File: src/sv/bcpe_pkg.sv
// Package with types, constants and helpers for the button conditioner.
`timescale 1ns / 1ps
package bcpe_pkg;

  localparam int unsigned COUNT_WIDTH = 16;
  localparam int unsigned CFG_W       = 16;
  localparam int unsigned CMP_W       = (COUNT_WIDTH > CFG_W) ? COUNT_WIDTH : CFG_W;
  localparam int unsigned IDX_W       = 2;

  localparam logic [IDX_W-1:0] CFG_HOLD_TICKS    = 2'd0;
  localparam logic [IDX_W-1:0] CFG_PRESS_TIME_MS = 2'd1;
  localparam logic [IDX_W-1:0] CFG_REPEAT_PERIOD = 2'd2;

  localparam logic [CFG_W-1:0] HOLD_RESET       = CFG_W'(500);
  localparam logic [CFG_W-1:0] PRESS_TIME_RESET = CFG_W'(1000);
  localparam logic [CFG_W-1:0] REPEAT_RESET     = CFG_W'(100);

  localparam logic [1:0] PHASE_MAX = 2'd3;

  localparam logic [1:0] KIND_NONE  = 2'd0;
  localparam logic [1:0] KIND_SHORT = 2'd1;
  localparam logic [1:0] KIND_LONG  = 2'd2;

  typedef struct packed {
    logic raw_level;
    logic ms_strobe;
  } in_t;

  typedef struct packed {
    logic       pressed;
    logic       press_pulse;
    logic       release_pulse;
    logic       edge_pulse;
    logic       toggle_on_press;
    logic       toggle_on_release;
    logic       timed_pulse;
    logic [1:0] press_kind;
    logic       repeat_pulse;
  } out_t;

  typedef struct packed {
    logic [CFG_W-1:0] hold_ticks;
    logic [CFG_W-1:0] press_time_ms;
    logic [CFG_W-1:0] repeat_period;
  } cfg_t;

  typedef struct packed {
    logic                   held;
    logic [COUNT_WIDTH-1:0] stretch_count;
    logic [1:0]             press_phase;
    logic                   press_toggle;
    logic                   release_toggle;
    logic [COUNT_WIDTH-1:0] since_press_ms;
    logic                   timed_armed;
    logic                   kind_armed;
    logic [COUNT_WIDTH-1:0] repeat_count;
  } state_t;

  function automatic logic [COUNT_WIDTH-1:0] sat_inc(input logic [COUNT_WIDTH-1:0] v);
    return (&v) ? v : v + COUNT_WIDTH'(1);
  endfunction

endpackage

File: src/sv/bcpe_step.sv
// Per-tick update of debounce, pulses, timer, press code and auto-repeat.
`timescale 1ns / 1ps
module bcpe_step (
  input  bcpe_pkg::cfg_t   cfg_i,
  input  bcpe_pkg::state_t state_i,
  input  bcpe_pkg::in_t    in_i,
  output bcpe_pkg::state_t state_o,
  output bcpe_pkg::out_t   out_o
);

  logic                             held1, held2;
  logic [bcpe_pkg::COUNT_WIDTH-1:0] sc1, sc2;
  logic [bcpe_pkg::CMP_W-1:0]       sc_x, hold_x, ptime_x, since_x, rc_x, period_x;
  logic [1:0]                       phase1;
  logic                             pp, rp, over, ta1, ka1;
  logic [bcpe_pkg::COUNT_WIDTH-1:0] since1, rc1;
  logic [1:0]                       kind;

  always_comb begin
    held1 = state_i.held | ~in_i.raw_level;
    sc1   = in_i.raw_level ? state_i.stretch_count : '0;
    sc2   = held1 ? bcpe_pkg::sat_inc(sc1) : sc1;

    sc_x     = bcpe_pkg::CMP_W'(sc2);
    hold_x   = bcpe_pkg::CMP_W'(cfg_i.hold_ticks);
    ptime_x  = bcpe_pkg::CMP_W'(cfg_i.press_time_ms);
    period_x = bcpe_pkg::CMP_W'(cfg_i.repeat_period);

    held2 = held1 && !(sc_x >= hold_x);

    phase1 = state_i.press_phase;
    if (held2 && state_i.press_phase < bcpe_pkg::PHASE_MAX) begin
      phase1 = state_i.press_phase + 2'd1;
    end
    pp = (phase1 == 2'd1);
    rp = held2 && (hold_x != '0) && (sc_x == hold_x - bcpe_pkg::CMP_W'(1));

    if (pp) begin
      since1 = '0;
    end else if (in_i.ms_strobe) begin
      since1 = bcpe_pkg::sat_inc(state_i.since_press_ms);
    end else begin
      since1 = state_i.since_press_ms;
    end
    since_x = bcpe_pkg::CMP_W'(since1);
    over    = since_x > ptime_x;
    ta1     = pp | state_i.timed_armed;
    ka1     = pp | state_i.kind_armed;

    kind = bcpe_pkg::KIND_NONE;
    if (ka1) begin
      if (over) begin
        kind = bcpe_pkg::KIND_LONG;
      end else if (!held2) begin
        kind = bcpe_pkg::KIND_SHORT;
      end
    end

    rc1  = bcpe_pkg::sat_inc(state_i.repeat_count);
    rc_x = bcpe_pkg::CMP_W'(rc1);

    state_o.held           = held2;
    state_o.stretch_count  = sc2;
    state_o.press_phase    = rp ? 2'd0 : phase1;
    state_o.press_toggle   = state_i.press_toggle ^ pp;
    state_o.release_toggle = state_i.release_toggle ^ rp;
    state_o.since_press_ms = since1;
    state_o.timed_armed    = ta1 & ~over;
    state_o.kind_armed     = ka1 & ~over & held2;
    state_o.repeat_count   = (held2 && !(rc_x >= period_x)) ? rc1 : '0;

    out_o.pressed           = held2;
    out_o.press_pulse       = pp;
    out_o.release_pulse     = rp;
    out_o.edge_pulse        = pp | rp;
    out_o.toggle_on_press   = state_o.press_toggle;
    out_o.toggle_on_release = state_o.release_toggle;
    out_o.timed_pulse       = ta1 & over;
    out_o.press_kind        = kind;
    out_o.repeat_pulse      = held2 && (rc1 == bcpe_pkg::COUNT_WIDTH'(1));
  end

endmodule

File: src/sv/button_conditioner_press_events.sv
// Top level of the pushbutton conditioner with debounce and press events.
//
//   channel | direction | payload            | handshake
//   --------+-----------+--------------------+-------------------------------
//   in      | input     | bcpe_pkg::in_t     | in_valid_i / in_stall_o
//   out     | output    | bcpe_pkg::out_t    | out_valid_o / out_stall_i
//   cfg     | input     | 16-bit write data  | cfg_we_i, cfg_idx_i, no wait
//
// One transfer per cycle sustained while the output is not stalled; a sample
// is captured in the input register at its transfer, then in the result
// register when it advances, and transfers out from there.
// The per-tick update between the two registers sets the cycle time.
// Reset clears the pipeline valid bits and all conditioner state and loads
// the register defaults. An output stall holds the result register and
// backs up into the input register, then stalls the input.
`timescale 1ns / 1ps
module button_conditioner_press_events (
  input  logic                             clk_i,
  input  logic                             rst_ni,
  input  logic                             in_valid_i,
  output logic                             in_stall_o,
  input  bcpe_pkg::in_t                    in_data_i,
  output logic                             out_valid_o,
  input  logic                             out_stall_i,
  output bcpe_pkg::out_t                   out_data_o,
  input  logic                             cfg_we_i,
  input  logic [bcpe_pkg::IDX_W-1:0]       cfg_idx_i,
  input  logic [bcpe_pkg::CFG_W-1:0]       cfg_wdata_i
);

  bcpe_pkg::cfg_t   cfg_q, cfg_d;
  bcpe_pkg::state_t state_q, state_d;
  bcpe_pkg::in_t    in_q;
  bcpe_pkg::out_t   out_q, res_d;
  logic             in_valid_q, out_valid_q;
  logic             advance;

  bcpe_step u_step (
    .cfg_i   (cfg_q),
    .state_i (state_q),
    .in_i    (in_q),
    .state_o (state_d),
    .out_o   (res_d)
  );

  assign advance     = in_valid_q && (!out_valid_q || !out_stall_i);
  assign in_stall_o  = in_valid_q && !advance;
  assign out_valid_o = out_valid_q;
  assign out_data_o  = out_q;

  always_comb begin
    cfg_d = cfg_q;
    if (cfg_we_i) begin
      unique case (cfg_idx_i)
        bcpe_pkg::CFG_HOLD_TICKS:    cfg_d.hold_ticks    = cfg_wdata_i;
        bcpe_pkg::CFG_PRESS_TIME_MS: cfg_d.press_time_ms = cfg_wdata_i;
        bcpe_pkg::CFG_REPEAT_PERIOD: cfg_d.repeat_period = cfg_wdata_i;
        default:                     cfg_d = cfg_q;
      endcase
    end
  end

  always_ff @(posedge clk_i or negedge rst_ni) begin
    if (!rst_ni) begin
      cfg_q.hold_ticks    <= bcpe_pkg::HOLD_RESET;
      cfg_q.press_time_ms <= bcpe_pkg::PRESS_TIME_RESET;
      cfg_q.repeat_period <= bcpe_pkg::REPEAT_RESET;
      state_q             <= '0;
      in_valid_q          <= 1'b0;
      out_valid_q         <= 1'b0;
    end else begin
      cfg_q <= cfg_d;
      if (!in_stall_o) begin
        in_valid_q <= in_valid_i;
      end
      if (advance) begin
        state_q     <= state_d;
        out_valid_q <= 1'b1;
      end else if (!out_stall_i) begin
        out_valid_q <= 1'b0;
      end
    end
  end

  always_ff @(posedge clk_i) begin
    if (in_valid_i && !in_stall_o) begin
      in_q <= in_data_i;
    end
    if (advance) begin
      out_q <= res_d;
    end
  end

endmodule

File: config.mk
export PLATFORM = sky130hd
export DESIGN_NAME = button_conditioner_press_events
export DESIGN_NICKNAME = d
export VERILOG_FILES = /design/src/sv/bcpe_pkg.sv /design/src/sv/bcpe_step.sv /design/src/sv/button_conditioner_press_events.sv
export SDC_FILE = /design/constraint.sdc
export NUM_CORES = 1
export LEC_CHECK = 0
export ABC_AREA = 0
export BUFFER_PORTS_ARGS = -buffer_cell sky130_fd_sc_hd__buf_4
export CORE_UTILIZATION = 45
export DETAILED_ROUTE_END_ITERATION = 16
export GPL_ROUTABILITY_DRIVEN = 0
export GPL_TIMING_DRIVEN = 0
export MAX_ROUTING_LAYER = met4
export PLACE_DENSITY_LB_ADDON = 0.12
export SETUP_SLACK_MARGIN = 0.3
export SLEW_MARGIN = 40
export SYNTH_ARGS = -nofsm -noshare
export SYNTH_HDL_FRONTEND = slang
export SYNTH_SLANG_ARGS = --single-unit
File: constraint.sdc
create_clock -name clk_i -period 11.55 [get_ports clk_i]
set_clock_uncertainty 0.05 [all_clocks]
set_input_delay 1.7325 -clock clk_i [delete_from_list [all_inputs] [get_ports clk_i]]
set_output_delay 1.7325 -clock clk_i [all_outputs]
set_load 0.005 [all_outputs]
==> flow_metrics.py, run 1 <==
metrics = {
    "status": {
        "run_status": "finished, final reports clean",
    },
    "timing": {
        "period_share_pct": 65.36,
        "slew_headroom_pct": 44.69,
        "min_period_ps": 7549,
        "tightest_slew_ps": 827.9,
        "rsz0062_at_grt": "no",
        "report.final.slew_viol_count": 0,
        "finalHoldViolCount": 0,
        "setup_viol": 0,
        "setup_tns_ps": 0,
        "fmax_ghz": 0.1325,
    },
    "hold_path": {
        "hold-path-endpoint": "state_q[35]",
        "whs_path_depth": 1,
        "hp-class": "reg -> reg",
        "hold_path_startpoint": "state_q[35]",
    },
    "synthesis": {
        "synth-edff-count": 12,
        "syn_nets": 930,
        "ys_top_cells_by_area": "dfrtp_1 (29%), ha_1 (8.6%), nand2_1 (5.9%)",
        "synth_ff_type": "dfrtp_1",
        "yosysMostFrequentCell": "nand2_1",
        "synthArstFlopShare_pct": 89.74,
        "synth_top_area_share_pct": 29.25,
        "synth_cell_types": 66,
        "netlist_area_mm2": 0.007699,
        "yosysSeqAreaShare_pct": 39.05,
        "avgSynthCellArea_um2": 9.036,
        "ys_ff_latch": 117,
        "yosys_warnings": 0,
        "synth_cells": 852,
        "synthTopCellsByCount": "nand2_1 (120), dfrtp_1 (90), inv_1 (68), o21ai_0 (68)",
        "yosys.area.top_type": "dfrtp_1",
    },
    "clock_network": {
        "cts_root_buffer": "clkbuf_16",
        "cts_tree": "built",
        "clock_sinks": 117,
        "postCtsHoldBufs": 0,
        "clock_latency_ps": 430,
        "post-cts-setup-buffers": 0,
        "htreeDepth": 4,
        "path_clk_slew_ps": 50,
        "post_cts_resize_count": 0,
        "cts_buffer_depth": 2,
        "numCtsBuffers": 17,
    },
    "power_and_ir_drop": {
        "power_frac_comb_pct": 27.1,
        "power.switching_uw": 481.6,
        "p_seq_share_pct": 35.5,
        "leakage_uw": 0.003992,
        "pwr-share-clk_pct": 37.3,
        "internal_power_uw": 1022,
        "irDropWorstVdd_mv": 0.1047,
        "p_sw_share_pct": 32.03,
        "power.density_mw_per_mm2": 168.3,
    },
    "global_routing": {
        "grt_pass1_vias": 5975,
        "grt_pass1_wl_um": 31550,
        "globalRouteOverflowTotal": 0,
        "antenna_found_initial": 0,
        "grt_max_degree": 106,
        "grtUsageTotal_pct": 24.24,
    },
    "route": {
        "routed_wirelength_um": 19760,
        "routed.top_layer": "met4",
        "met1Wirelength_um": 9273,
        "vias": 6333,
        "ant_nets": 0,
        "drc": 0,
        "first_pass_iters": 5,
        "met2_length_um": 9216,
        "avgRoutedWirePerCell_um": 17.30,
        "met3_length_um": 944,
        "drt_iter0_markers": 447,
        "avgViaCountPerCell": 5.546,
    },
    "finish": {
        "fillers": 1552,
        "final_net_count": 987,
        "area_growth_pct": 16.01,
        "n_antenna_cell": 0,
        "drive_gt1_share_pct": 15.73,
        "final_area_mm2": 0.008931,
    },
    "setup_path": {
        "cp_num_buf_inv": 5,
        "critPathLaunchType": "flop",
        "crit_arrival_ps": 7780,
        "r2r_slack_ps": 4000,
        "critPathMaxStageDelay_ps": 640,
        "r2r-end": "out_data_o[1]",
        "reg2regPathDepth": 29,
        "critPathTopFamily": "compound AO/OA/AOI/OAI gates",
        "slowest_stage": "o31ai_1",
        "critical_path_required_ps": 11780,
        "crit_type": "reg -> reg",
        "r2r-start": "in_q[1]",
        "crit_fanout": 10,
        "end_kind": "flop",
    },
    "placement": {
        "place_area_mm2": 0.008253,
        "dpl.hpwl_um": 14460,
        "portBuffers": 36,
    },
    "die": {
        "io-pin-count": 37,
        "core_mm2": 0.01664,
        "rows": 47,
        "die_h_um": 132.8,
        "dieArea_mm2": 0.01763,
        "start_util_pct": 46.26,
        "die_width_um": 132.8,
    },
    "flow_run": {
        "maxCapViolCount": 0,
    },
}
-- cell type report --
type	instances	area (um^2)	area share [%]
Buffer	30	116.4	1.303
Clock buffer	24	524.3	5.870
Clock inverter	8	110.1	1.233
Inverter	68	255.2	2.858
Multi-Input combinational cell	637	4333	48.52
Sequential cell	117	3007	33.66
Tap cell	220	275.3	3.082
Timing Repair Buffer	38	310.3	3.474
-- flip-flops by register name, indices dropped and copies added, names as in the netlist --
| name | cells |
|---|---|
| cfg_q | 48 |
| in_q | 2 |
| in_valid_q | 1 |
| out_data_o | 10 |
| out_valid_o | 1 |
| state_q | 55 |
-- worst max path at each step --
stage | startpoint | to | slack, ps | depth (start not counted)
after CTS | in_q[1] | out_data_o[1] | 4020 | 29
after detailed placement | in_q[1] | out_data_o[1] | 4030 | 29
after global placement | in_q[1] | out_data_o[1] | 4030 | 29
after global routing | in_q[1] | out_data_o[1] | 3300 | 29
after floorplan | in_q[1] | out_data_o[1] | 5570 | 29
final | in_q[1] | out_data_o[1] | 4000 | 29
-- through the flow --
| step | utilization, % | hold slack [ps] | power [uW] | cells | setup WS [ps] |
|---|---|---|---|---|---|
| floorplan | - | 407.4 | 816.3 | 852 | 5572 |
| global placement | 49.54 | 421.2 | 940.5 | 1108 | 4033 |
| detailed placement | 49.59 | 431.1 | 946.3 | 1108 | 4030 |
| CTS | 53.40 | 437.4 | 1508 | 1140 | 4024 |
| global route | 53.67 | 452.4 | 1586 | 1142 | 3297 |
| finish | 53.67 | 433.0 | 1503 | 1142 | 4001 |
-- cells by family after synthesis --
logic type	count (synthesis)	share of synthesized area (%)
AOI/OAI and AO/OA	175	14.58
xor gates and xnor gates	52	6.192
adders and majority gates	53	8.614
buffers and inverters	98	4.811
DFF	117	39.05
muxes	47	6.793
and+or+nand+nor	310	19.96
-- metal layers --
metal / vias up / track usage, %
met5: - / -
met4: 0 / 7.280
met3: 30 / 5.326
met2: 126 / 37.41
met1: 3063 / 31.76
li1: 3114 / -
-- placed cells by master, fill, tap and decap left out, types with 3 or more instances in the layout --
cell type and instances:
nand2b_1 14, or4_1 5, a31oi_1 7, or2_2 5, nor4_1 4, buf_2 3, nor2b_1 9, a211o_1 3
o211ai_1 7, nand4_1 15, o21a_1 9, nor2_1 53, o31ai_1 7, and3_1 4, a211oi_1 4, a21oi_1 35
o21ai_0 68, xor2_1 13, nand3_1 26, buf_4 35, clkbuf_1 28, xnor2_1 37, clkinv_4 3, inv_1 68
dfrtp_1 90, clkbuf_8 3, clkbuf_16 19, or3_1 5, mux2i_1 8, mux2_2 38, ha_1 53, nand2_1 120
and2_1 9, nand3b_1 3, nor3_1 19, edfxtp_1 12, a21o_1 6, and4_1 9, dfstp_2 15, a22o_1 8
-- power groups by stage --
stage	registers [uW]	clock network (uW)	logic [uW]
6_report	534	561	408
5_1_grt	543	585	459
4_1_cts	534	567	407
3_5_place_dp	541	0	406
3_3_place_gp	540	0	401
2_1_floorplan	530	0	286
No activity file was read; power rests on OpenSTA's default activity.
==> run 2: changes to the inputs <==
- clock period: 11.55 -> 7.7 ns (I/O delays scaled with it)
==> flow_metrics.py, run 2 (synthesis gave the netlist of run 1 again) <==
metrics = {
    "route": {
        "avgRoutedWirePerCell_um": 17.25,
        "drc": 0,
        "routed_wirelength_um": 19730,
        "ant_nets": 0,
        "drt_iter0_markers": 496,
        "vias": 6287,
        "first_pass_iters": 5,
        "avgViaCountPerCell": 5.496,
    },
    "die": {
        "core_mm2": 0.01664,
        "start_util_pct": 46.26,
        "dieArea_mm2": 0.01763,
        "die_width_um": 132.8,
        "io-pin-count": 37,
        "rows": 47,
        "die_h_um": 132.8,
    },
    "timing": {
        "fmax_ghz": 0.1467,
        "whs_ps": 433.9,
        "setup_viol": 0,
        "report.final.slew_viol_count": 0,
        "rsz0062_at_grt": "no",
        "period_share_pct": 88.52,
        "slew_headroom_pct": 46.73,
        "min_period_ps": 6816,
        "tightest_slew_ps": 797.3,
        "setup_tns_ps": 0,
        "finalHoldViolCount": 0,
    },
    "clock_network": {
        "clock_latency_ps": 420,
        "numCtsBuffers": 17,
        "cts_tree": "built",
        "clock_sinks": 117,
        "path_clk_slew_ps": 50,
        "htreeDepth": 4,
        "cts_root_buffer": "clkbuf_16",
        "cts_buffer_depth": 2,
        "postCtsHoldBufs": 0,
    },
    "setup_path": {
        "crit_arrival_ps": 7040,
        "crit_type": "reg -> reg",
        "r2r_slack_ps": 880,
        "slowest_stage": "a221oi_1",
        "critPathLaunchType": "flop",
        "critical_path.most_common_cell": "o21ai_0",
        "critPathMaxStageDelay_ps": 480,
        "critical_path_required_ps": 7920,
        "crit_fanout": 10,
        "end_kind": "flop",
    },
    "hold_path": {
        "hp-class": "reg -> reg",
    },
    "power_and_ir_drop": {
        "power_uw": 2256,
        "leakage_uw": 0.004007,
        "irDropWorstVdd_mv": 0.1540,
        "power.density_mw_per_mm2": 251.9,
    },
    "finish": {
        "final_cell_mix": "nand2_1 (120), dfrtp_1 (90), inv_1 (68), o21ai_0 (68)",
        "largest_reg_flops": 55,
        "fillers": 1552,
        "area_growth_pct": 16.32,
        "seq_area_mm2": 0.003007,
        "largest-register": "state_q",
        "final_common_cell": "nand2_1",
        "final_net_count": 989,
        "multi_input_area_mm2": 0.004339,
        "drive_gt1_share_pct": 16.23,
        "n_antenna_cell": 0,
    },
    "global_routing": {
        "antenna_found_initial": 0,
        "grt_pass1_vias": 5975,
        "grtUsageTotal_pct": 24.23,
        "globalRouteOverflowTotal": 0,
        "grt_max_degree": 106,
        "grt_pass1_wl_um": 31530,
    },
    "placement": {
        "dpl.hpwl_um": 14460,
        "portBuffers": 36,
    },
    "flow_run": {
        "maxCapViolCount": 0,
    },
    "status": {
        "run_status": "finished, final reports clean",
    },
}
## run 2: changes by cell type in the layout (fill, tap and decap cells not counted)
cell	delta
a2111oi_0	-1
a2111oi_1	+1
buf_1	-1
buf_4	+2
clkbuf_1	-1
clkbuf_2	+2
o31ai_1	-1
o31ai_2	+1
## run 2: path summary, 6_finish.rpt
check | from | to | cells past startpoint
max in group asynchronous | rst_ni | cfg_q[25] | 2
min in group asynchronous | rst_ni | state_q[46] | 1
hold / removal | state_q[35] | state_q[35] | 1
hold reg to reg | state_q[35] | state_q[35] | 1
setup reg to reg | in_q[1] | out_data_o[1] | 30
setup / recovery | in_q[1] | out_data_o[1] | 30
## run 2: power breakdown
part           switching [uW]  internal (uW)
clock                     297            544
sequential               66.9            734
combinational             356            258
total                     721           1540
## run 2: repair_timing
item / 4_1_cts / 5_1_grt
hold endpoints to repair: 0 / 0
endpoints found under the setup margin: 3 / 5
setup buffers: 0 / 2
gates resized for setup: 1 / 4
## run 2: cell type report
type / instances / share of cell area, %
multi-input combinational: 637 / 48.46
sequential: 117 / 33.58
clock buffer: 24 / 5.854
timing repair buffer: 40 / 3.633
tap: 220 / 3.074
inverter: 68 / 2.850
buffer: 30 / 1.327
clock inverter: 8 / 1.230
## run 2: worst max-delay path, delay by kind of cell, from the launching register on
kind,cells,cell delay [ps]
buf+inv,7,1240
simple gates,7,1010
flops,1,440
compound gates,12,2660
fa+ha+maj,3,770
mux,1,480
## run 2: routing by layer
layer | global-route usage [%] | wire, um | vias up
li1 | - | - | 3123
met1 | 31.74 | 9309 | 3023
met2 | 37.41 | 9218 | 116
met3 | 5.326 | 918 | 25
met4 | 7.280 | 286 | 0
met5 | - | 0 | -
## run 2: metrics by stage
stage               util (%)  area [um^2]  setup WS [ps]  instances
finish                 53.81         8955          884.1       1144
global route           53.81         8955          306.3       1144
CTS                    53.43         8892          394.9       1140
detailed placement     49.59         8253          180.3       1108
global placement       49.54         8244          183.3       1108
floorplan                  -         7699           1722        852
==> run 3: changes to the inputs <==
- clock period: 7.7 -> 7.1 ns (I/O delays scaled with it)
==> flow_metrics.py, run 3 (synthesis gave the netlist of run 1 again) <==
metrics = {
    "route": {
        "met3_length_um": 818,
        "met2_length_um": 9390,
        "met1Wirelength_um": 9526,
        "drc": 0,
        "avgRoutedWirePerCell_um": 17.42,
        "routed_wirelength_um": 19960,
        "ant_nets": 0,
        "vias": 6344,
        "drt_iter0_markers": 477,
        "first_pass_iters": 5,
        "routed.top_layer": "met4",
        "avgViaCountPerCell": 5.536,
    },
    "setup_path": {
        "slowest_stage": "edfxtp_1",
        "crit_fanout": 10,
        "critical_path_required_ps": 7320,
        "end_kind": "flop",
        "critPathLaunchType": "flop",
        "crit_type": "reg -> reg",
        "critPathMaxStageDelay_ps": 430,
        "crit_arrival_ps": 6570,
        "critical_path.most_common_cell": "buf_2",
    },
    "finish": {
        "final_net_count": 991,
        "final_area_mm2": 0.009014,
        "n_antenna_cell": 0,
        "fillers": 1547,
        "multi_input_area_mm2": 0.004380,
        "final_common_cell": "nand2_1",
        "drive_gt1_share_pct": 16.74,
        "final_cell_mix": "nand2_1 (120), dfrtp_1 (90), inv_1 (68)",
        "final_core_util_pct": 54.16,
        "seq_area_mm2": 0.003007,
        "largest_reg_flops": 55,
        "area_growth_pct": 17.08,
        "largest-register": "state_q",
    },
    "die": {
        "start_util_pct": 46.26,
        "core_mm2": 0.01664,
        "die_h_um": 132.8,
        "rows": 47,
        "die_width_um": 132.8,
        "dieArea_mm2": 0.01763,
        "io-pin-count": 37,
    },
    "global_routing": {
        "grt_max_degree": 106,
        "grt_pass1_wl_um": 31710,
        "antenna_found_initial": 0,
        "grt_pass1_vias": 5985,
        "grtUsageTotal_pct": 24.32,
        "globalRouteOverflowTotal": 0,
    },
    "placement": {
        "dpl.hpwl_um": 14460,
        "portBuffers": 36,
        "place_area_mm2": 0.008253,
    },
    "timing": {
        "finalHoldViolCount": 0,
        "min_period_ps": 6347,
        "report.final.slew_viol_count": 0,
        "setup_viol": 0,
        "tightest_slew_ps": 812.6,
        "rsz0062_at_grt": "no",
        "slew_headroom_pct": 45.71,
        "fmax_ghz": 0.1576,
        "period_share_pct": 89.39,
    },
    "hold_path": {
        "hp-class": "reg -> reg",
    },
    "clock_network": {
        "cts_buffer_depth": 2,
        "clock_latency_ps": 420,
        "htreeDepth": 4,
        "path_clk_slew_ps": 50,
        "clock_sinks": 117,
        "cts_tree": "built",
        "postCtsHoldBufs": 0,
        "cts_root_buffer": "clkbuf_16",
        "numCtsBuffers": 17,
    },
    "power_and_ir_drop": {
        "power.density_mw_per_mm2": 272.0,
        "leakage_uw": 0.004030,
        "irDropWorstVdd_mv": 0.1673,
    },
    "flow_run": {
        "maxCapViolCount": 0,
    },
    "status": {
        "run_status": "finished, final reports clean",
    },
}
## run 3: area by class of cell
cell class	instances	area share, %
clock buffer	24	5.816
multi-input combinational	637	48.60
timing repair buffer	42	3.803
tap	220	3.054
inverter	68	2.832
buffer	30	1.319
clock inverter	8	1.222
sequential	117	33.36
## run 3: per-stage QoR
stage          hold WS, ps  total power (uW)  setup WS (ps)  instances  TNS, ps
2_1_floorplan        407.4              1328           1122        852        0
3_3_place_gp         421.2              1530         -416.7       1108    -1594
3_5_place_dp         431.1              1539         -419.7       1108    -1604
4_1_cts              437.4              2457          337.9       1142        0
5_1_grt              452.4              2590          293.4       1146        0
6_report             432.5              2452          753.0       1146        0
## run 3: where the power goes
group / internal [uW] / total [uW] / switching, uW
clock: 590 / 912 / 322
sequential: 796 / 869 / 73.0
combinational: 284 / 671 / 387
## run 3: worst max-delay path: cells and delay by family, from the launching register on
family / cells / cell delay [ps]
flip-flops: 1 / 430
AO/OA/AOI/OAI: 12 / 2130
multiplexers: 2 / 610
buffers and inverters: 7 / 1230
AND/OR/NAND/NOR: 7 / 980
adder cells (fa/ha/maj): 3 / 740
## run 3: routing by layer
layer | up-vias | GRT usage, %
li1 | 3127 | -
met1 | 3044 | 32.43
met2 | 151 | 37.70
met3 | 22 | 4.598
met4 | 0 | 6.705
met5 | - | -
## run 3: final timing paths
check	start	endpoint	slack (ps)	cells after the start
max in group asynchronous	rst_ni	cfg_q[19]	5860	2
hold reg to reg	state_q[35]	state_q[35]	430	1
setup / recovery	in_q[1]	out_data_o[1]	750	31
hold / removal	state_q[35]	state_q[35]	430	1
setup reg to reg	in_q[1]	out_data_o[1]	750	31
min in group asynchronous	rst_ni	state_q[46]	450	1
## run 3: repair_timing
action                                  in CTS  in global routing
gates resized for setup                      5                  8
pin swaps                                    0                  2
endpoints found under the setup margin       5                  5
buffers inserted                             2                  3
